**config.mk**
```make
export PLATFORM = sky130hd
export DESIGN_NAME = shortest_remaining_time_scheduler_unit
export DESIGN_NICKNAME = d
export VERILOG_FILES = /design/src/rtl/srtf_pkg.sv /design/src/rtl/srtf_cell.sv /design/src/rtl/shortest_remaining_time_scheduler_unit.sv
export SDC_FILE = /design/constraint.sdc
export NUM_CORES = 2
export LEC_CHECK = 0
export BUFFER_PORTS_ARGS = -buffer_cell sky130_fd_sc_hd__buf_2
export CAP_MARGIN = 0
export CORE_MARGIN = 1.5
export CORE_UTILIZATION = 40
export CTS_BUF_LIST = sky130_fd_sc_hd__clkbuf_8
export DETAILED_ROUTE_END_ITERATION = 8
export HOLD_SLACK_MARGIN = 0.12
export REMOVE_ABC_BUFFERS = 1
export SYNTH_ARGS = -nofsm -noshare
export SYNTH_HDL_FRONTEND = slang
export SYNTH_SLANG_ARGS = --single-unit
```
**constraint.sdc**
```tcl
create_clock -name clk -period 18.5 [get_ports clk]
set_input_delay 0 -clock clk [delete_from_list [all_inputs] [get_ports clk]]
set_output_delay 0 -clock clk [all_outputs]
set_load 0.005 [all_outputs]
```
**src/rtl/srtf_pkg.sv**
```systemverilog
`timescale 1ns / 1ps
// Shared constants, status codes and types for the shortest-remaining-time scheduler.
// No dependencies; imported by srtf_cell, the top level, the checker and the testbench.
package srtf_pkg;

  localparam int QUEUE_DEPTH = 16;
  localparam int CNT_W       = $clog2(QUEUE_DEPTH + 1);
  localparam int ID_W        = 8;
  localparam int TIME_W      = 16;
  localparam int WAIT_W      = 32;
  localparam int STAT_W      = 3;
  localparam int QCNT_W      = 5;

  localparam logic OP_ARRIVE = 1'b0;
  localparam logic OP_TICK   = 1'b1;

  localparam logic [STAT_W-1:0] ST_ACCEPTED = 3'd0;
  localparam logic [STAT_W-1:0] ST_FULL     = 3'd1;
  localparam logic [STAT_W-1:0] ST_ZERO     = 3'd2;
  localparam logic [STAT_W-1:0] ST_IDLE     = 3'd3;
  localparam logic [STAT_W-1:0] ST_RAN      = 3'd4;
  localparam logic [STAT_W-1:0] ST_DONE     = 3'd5;

  typedef struct packed {
    logic [ID_W-1:0]   job;
    logic [TIME_W-1:0] remaining;
    logic [TIME_W-1:0] burst;
    logic [WAIT_W-1:0] wait_cnt;
  } slot_t;

  typedef struct packed {
    logic              ins;
    logic              tick;
    logic              pop;
    logic [ID_W-1:0]   id;
    logic [TIME_W-1:0] burst;
  } slot_cmd_t;

endpackage

```
**src/rtl/srtf_cell.sv**
```systemverilog
`timescale 1ns / 1ps
// One queue slot of the sorted scheduler chain: holds a job, ages it on a tick,
// and shifts toward its neighbors on insert or pop. Depends on srtf_pkg.
module srtf_cell (
  input  logic               clk,
  input  srtf_pkg::slot_cmd_t cmd,
  input  logic               is_head,
  input  logic               occ,
  input  logic               left_le,
  input  srtf_pkg::slot_t    left_cur,
  input  srtf_pkg::slot_t    right_aged,
  output logic               le,
  output srtf_pkg::slot_t    cur,
  output srtf_pkg::slot_t    aged
);
  import srtf_pkg::*;

  slot_t slot_r;
  slot_t slot_nxt;

  always_comb begin
    aged = slot_r;
    if (is_head) begin
      if (slot_r.remaining != '0) begin
        aged.remaining = slot_r.remaining - TIME_W'(1);
      end
    end else if (slot_r.wait_cnt != '1) begin
      aged.wait_cnt = slot_r.wait_cnt + WAIT_W'(1);
    end
  end

  assign le  = occ && (slot_r.remaining <= cmd.burst);
  assign cur = slot_r;

  always_comb begin
    slot_nxt = slot_r;
    if (cmd.ins) begin
      if (!le) begin
        if (left_le) begin
          slot_nxt.job       = cmd.id;
          slot_nxt.remaining = cmd.burst;
          slot_nxt.burst     = cmd.burst;
          slot_nxt.wait_cnt  = '0;
        end else begin
          slot_nxt = left_cur;
        end
      end
    end else if (cmd.tick) begin
      if (cmd.pop) begin
        slot_nxt = right_aged;
      end else if (occ) begin
        slot_nxt = aged;
      end
    end
  end

  always_ff @(posedge clk) begin
    slot_r <= slot_nxt;
  end

endmodule

```
**src/rtl/shortest_remaining_time_scheduler_unit.sv**
```systemverilog
`timescale 1ns / 1ps
// Top level of the shortest-remaining-time-first scheduler: a chain of srtf_cell
// slots kept sorted by remaining time, plus the result register. Depends on srtf_pkg.
//
// Usage:
//   Input channel (in_valid/in_stall): op 0 is a job arrival carrying in_job_id and
//   in_burst_length; op 1 is one time tick. Every transfer yields exactly one result.
//   Result channel (out_valid/out_stall): status, running job, wait and turnaround of
//   a finished job, and the queue occupancy after the item.
//   The result is registered: the result of an item accepted at one edge is
//   presented from the next edge on. One item is taken per cycle while in_stall is
//   low; every slot inserts, ages or shifts in parallel, so queue fill does not slow it.
//   The queue holds QUEUE_DEPTH jobs. Arrivals to a full queue are dropped and
//   zero-length bursts rejected, each with its own status.
//   Reset (rst_n low, synchronous) empties the queue and the result register;
//   slot contents are not cleared and are never read until written.
//   While out_stall holds a pending result, in_stall is raised and the result holds.
module shortest_remaining_time_scheduler_unit (
  input  logic                         clk,
  input  logic                         rst_n,
  input  logic                         in_valid,
  output logic                         in_stall,
  input  logic                         in_op,
  input  logic [srtf_pkg::ID_W-1:0]    in_job_id,
  input  logic [srtf_pkg::TIME_W-1:0]  in_burst_length,
  output logic                         out_valid,
  input  logic                         out_stall,
  output logic [srtf_pkg::STAT_W-1:0]  out_status,
  output logic [srtf_pkg::ID_W-1:0]    out_running_job,
  output logic [srtf_pkg::WAIT_W-1:0]  out_done_wait,
  output logic [srtf_pkg::WAIT_W-1:0]  out_done_turnaround,
  output logic [srtf_pkg::QCNT_W-1:0]  out_jobs_queued
);
  import srtf_pkg::*;

  logic [CNT_W-1:0]   count_r;
  logic [CNT_W-1:0]   count_nxt;
  logic               out_valid_r;
  logic               out_valid_nxt;
  logic [STAT_W-1:0]  status_r;
  logic [STAT_W-1:0]  status_nxt;
  logic [ID_W-1:0]    run_job_r;
  logic [ID_W-1:0]    run_job_nxt;
  logic [WAIT_W-1:0]  done_wait_r;
  logic [WAIT_W-1:0]  done_wait_nxt;
  logic [WAIT_W-1:0]  done_tat_r;
  logic [WAIT_W-1:0]  done_tat_nxt;

  logic               take;
  logic               full;
  logic               empty;
  logic [WAIT_W:0]    tat_sum;
  slot_cmd_t          cmd;

  logic [QUEUE_DEPTH-1:0] occ;
  logic [QUEUE_DEPTH-1:0] le;
  slot_t                  cur  [QUEUE_DEPTH];
  slot_t                  aged [QUEUE_DEPTH];

  assign in_stall = out_valid_r & out_stall;
  assign take     = in_valid & ~in_stall;
  assign full     = (count_r == CNT_W'(QUEUE_DEPTH));
  assign empty    = (count_r == '0);

  always_comb begin
    cmd.ins   = take && (in_op == OP_ARRIVE) && (in_burst_length != '0) && !full;
    cmd.tick  = take && (in_op == OP_TICK) && !empty;
    cmd.pop   = cmd.tick && (cur[0].remaining <= TIME_W'(1));
    cmd.id    = in_job_id;
    cmd.burst = in_burst_length;
  end

  for (genvar i = 0; i < QUEUE_DEPTH; i++) begin : g_cell
    logic  left_le_i;
    slot_t left_cur_i;
    slot_t right_aged_i;

    assign occ[i] = (CNT_W'(i) < count_r);

    if (i == 0) begin : g_head
      assign left_le_i  = 1'b1;
      assign left_cur_i = '0;
    end else begin : g_body
      assign left_le_i  = le[i-1];
      assign left_cur_i = cur[i-1];
    end

    if (i == QUEUE_DEPTH - 1) begin : g_tail
      assign right_aged_i = '0;
    end else begin : g_inner
      assign right_aged_i = aged[i+1];
    end

    srtf_cell u_cell (
      .clk        (clk),
      .cmd        (cmd),
      .is_head    ((i == 0) ? 1'b1 : 1'b0),
      .occ        (occ[i]),
      .left_le    (left_le_i),
      .left_cur   (left_cur_i),
      .right_aged (right_aged_i),
      .le         (le[i]),
      .cur        (cur[i]),
      .aged       (aged[i])
    );
  end

  assign tat_sum = {1'b0, cur[0].wait_cnt} + (WAIT_W + 1)'(cur[0].burst);

  always_comb begin
    count_nxt     = count_r;
    status_nxt    = status_r;
    run_job_nxt   = run_job_r;
    done_wait_nxt = done_wait_r;
    done_tat_nxt  = done_tat_r;
    out_valid_nxt = out_valid_r & out_stall;
    if (take) begin
      out_valid_nxt = 1'b1;
      run_job_nxt   = '0;
      done_wait_nxt = '0;
      done_tat_nxt  = '0;
      if (in_op == OP_ARRIVE) begin
        if (in_burst_length == '0) begin
          status_nxt = ST_ZERO;
        end else if (full) begin
          status_nxt = ST_FULL;
        end else begin
          status_nxt = ST_ACCEPTED;
          count_nxt  = count_r + CNT_W'(1);
        end
      end else if (empty) begin
        status_nxt = ST_IDLE;
      end else if (cmd.pop) begin
        status_nxt    = ST_DONE;
        run_job_nxt   = cur[0].job;
        done_wait_nxt = cur[0].wait_cnt;
        done_tat_nxt  = tat_sum[WAIT_W] ? '1 : tat_sum[WAIT_W-1:0];
        count_nxt     = count_r - CNT_W'(1);
      end else begin
        status_nxt  = ST_RAN;
        run_job_nxt = cur[0].job;
      end
    end
  end

  always_ff @(posedge clk) begin
    if (!rst_n) begin
      count_r     <= '0;
      out_valid_r <= 1'b0;
    end else begin
      count_r     <= count_nxt;
      out_valid_r <= out_valid_nxt;
    end
  end

  always_ff @(posedge clk) begin
    status_r    <= status_nxt;
    run_job_r   <= run_job_nxt;
    done_wait_r <= done_wait_nxt;
    done_tat_r  <= done_tat_nxt;
  end

  assign out_valid           = out_valid_r;
  assign out_status          = status_r;
  assign out_running_job     = run_job_r;
  assign out_done_wait       = done_wait_r;
  assign out_done_turnaround = done_tat_r;
  assign out_jobs_queued     = QCNT_W'(count_r);

endmodule

```
==> flow_summary.ini <==
[sta]
period_share_pct = 31.6
fmax_ghz = 0.171
rsz0062_at_grt = false
timing.hold.ws_ps = 236
tns_ps = 0
drv_slew = 47
finalSetupViolCount = 0
tightest_slew_ps = 1510
fin_skew_ps = 52.0
slew_headroom_pct = -0.761
period_minus_slack_ps = 5850
hold_violations = 0

[critical_path]
path_class = flop to flop
crit_top_cell = buf_4
critPathTopFamily = buffers and inverters
crit_arrival_ps = 6640
crit_fanout = 245
end_kind = flop
critPathMaxStageDelay_ps = 1010
cpMaxStageDelayCell = buf_4
cp.buffers_inverters = 4
crit_path_cell_trace = or4_4, or4_4, nor4_4, buf_4, buf_4, buf_12, buf_4, nand2_1, o21ai_0
critPathRequiredTime_ps = 19290
crit_path_start_kind = flop

[power_and_ir_drop]
p_leak_uw = 0.0307
p_per_area_nw_per_um2 = 84.3
ir_worst_vdd_uv = 81.6

[floorplan]
dieArea_um2 = 190000
die-height_um = 435
start_util_pct = 40.3
rows = 158
die_w_um = 435
num_io_pins = 111
coreArea_um2 = 186000

[drt]
vias_per_cell = 6.35
drt-wirelength-per-cell_um = 25.2
firstDrtPassIters = 9
ant_nets = 0
num_vias = 60000
wl_um = 237000
drc = 0
first_iter_violations = 6733

[grt]
grt_max_degree = 246
grt_pass1_vias = 58200
grt_use_total_pct = 24.0
antenna_found_initial = 1
overflow = 0
grt_pass1_wl_um = 357000

[logic_synthesis]
synthTopCellsByArea = edfxtp_1, a221o_1, ha_1
yosysTopAreaCell = edfxtp_1
yosysWarnings = 0
synth.top_cells.by_count = edfxtp_1, a221o_1, nor2_1
synth-edff-count = 1227
synth_cell_type_count = 82
syn_area_per_cell_um2 = 11.0
synth-seq-area-share_pct = 49.4
synth_most_common_cell = edfxtp_1
syn_area_um2 = 74800
synth_top_area_share_pct = 49.3
synthArstFlopShare_pct = 0
synthFlopType = edfxtp_1
synthCells = 6798
synth_seq_cells = 1233

[clock_tree]
clk_latency_ps = 980
h-tree-depth = 4
cts_root_buf = clkbuf_8
clockBufferDepth = 3
cts.sinks = 1233
path_clk_slew_ps = 60
cts-resized-gates = 0
cts_tree = built
cts_inserted_buffers = 218

[outcome]
status = finished, violations left
violations = max-slew violations

[min_path]
hp-class = primary input to flop

[final_layout]
post_route_cells_drive_above_1_share_pct = 8.41
area_delta_synth_final_pct = 9.74
fin_nets = 7107

[place]
hpwl_um = 168000
gp_congestion = 0.904
port_buffers = 110

[run]
cap_violations = 0
[layout make-up]
type | instances | area [µm²]
well taps | 2480 | 3100
repair buffers | 256 | 1760
fillers | 17200 | 104000
clock inverters | 169 | 980
multi-input cells | 4977 | 35800
diodes | 1 | 2.50
clock buffers | 222 | 3060
inverters | 98 | 368
flip-flops and latches | 1233 | 37000
[flip-flops by register name (all words and copies together), names as in the netlist]
signal	flops
out_status	3
out_done_wait	32
g_cell.u_cell.aged	384
out_valid	1
out_jobs_queued	5
out_done_turnaround	32
g_cell.u_cell.cur	768
out_running_job	8
[worst register-to-register path, cell delays in order (launching register included)]
cell	delay [ps]
edfxtp_1	500
or4_4	620
or4_4	490
nor4_4	220
buf_4	590
buf_4	790
buf_12	710
buf_4	1400
nand2_1	220
o21ai_0	130
[worst paths after layout]
path	startpoint	end	slack (ps)	cells after the start
max	g_cell[0].u_cell.cur[60]$_DFFE_PP_	g_cell[12].u_cell.aged[70]$_DFFE_PP_	12650	9
min	in_burst_length[10]	g_cell[13].u_cell.aged[42]$_DFFE_PP_	240	4
max reg2reg	g_cell[0].u_cell.cur[60]$_DFFE_PP_	g_cell[12].u_cell.aged[70]$_DFFE_PP_	12650	9
min reg2reg	g_cell[15].u_cell.aged[32]$_DFFE_PP_	g_cell[14].u_cell.aged[32]$_DFFE_PP_	560	1
[per-stage QoR]
step                      util [%]  instances  power [µW]  instance area [µm²]  worst slack, ps
after floorplan                  -       6308        4150                72800           -14080
after global placement        41.8       9008        4470                77700            12980
after detailed placement      41.8       9008        4490                77700            12860
after CTS                     44.2       9435        6940                82100            12830
after global routing          44.2       9436        7170                82100            12410
final                         44.2       9436        6920                82100            12650
[where the power goes]
part	internal, µW	switching, µW
clock	1240	1210
combinational	360	596
sequential	3320	188
[metal layers]
layer / routed length (µm) / vias to the layer above / GRT usage (%)
met4: 7660 / 0 / 8.57
met3: 21000 / 450 / 4.58
li1: - / 27300 / -
met5: 0 / - / 0
met2: 105000 / 2794 / 36.8
met1: 104000 / 29400 / 33.8
[repair_timing]
action | CTS | global route
setup endpoints to repair | 0 | 0
hold buffers | 36 | 0
hold endpoints to repair | 500 | 0
buffers inserted | 0 | 0
[cell usage in the layout, fill, tap and decap left out, drive strengths merged, types with 222 or more instances in the layout]
cell type	count
nand3	270
nand2	368
nand4	222
clkbuf	222
edfxtp	1227
a221o	576
xnor2	271
ha	293
a21o	297
nor2	448
a21oi	275
[kinds of logic after synthesis]
family	Yosys count	share of synthesized area [%]
fa+ha+maj	294	4.93
xor+xnor	465	5.45
simple gates	2015	13.9
mux	68	0.912
flops	1233	49.4
compound gates	2135	22.2
buf+inv	588	3.21
No activity file was read; power rests on OpenSTA's default activity.
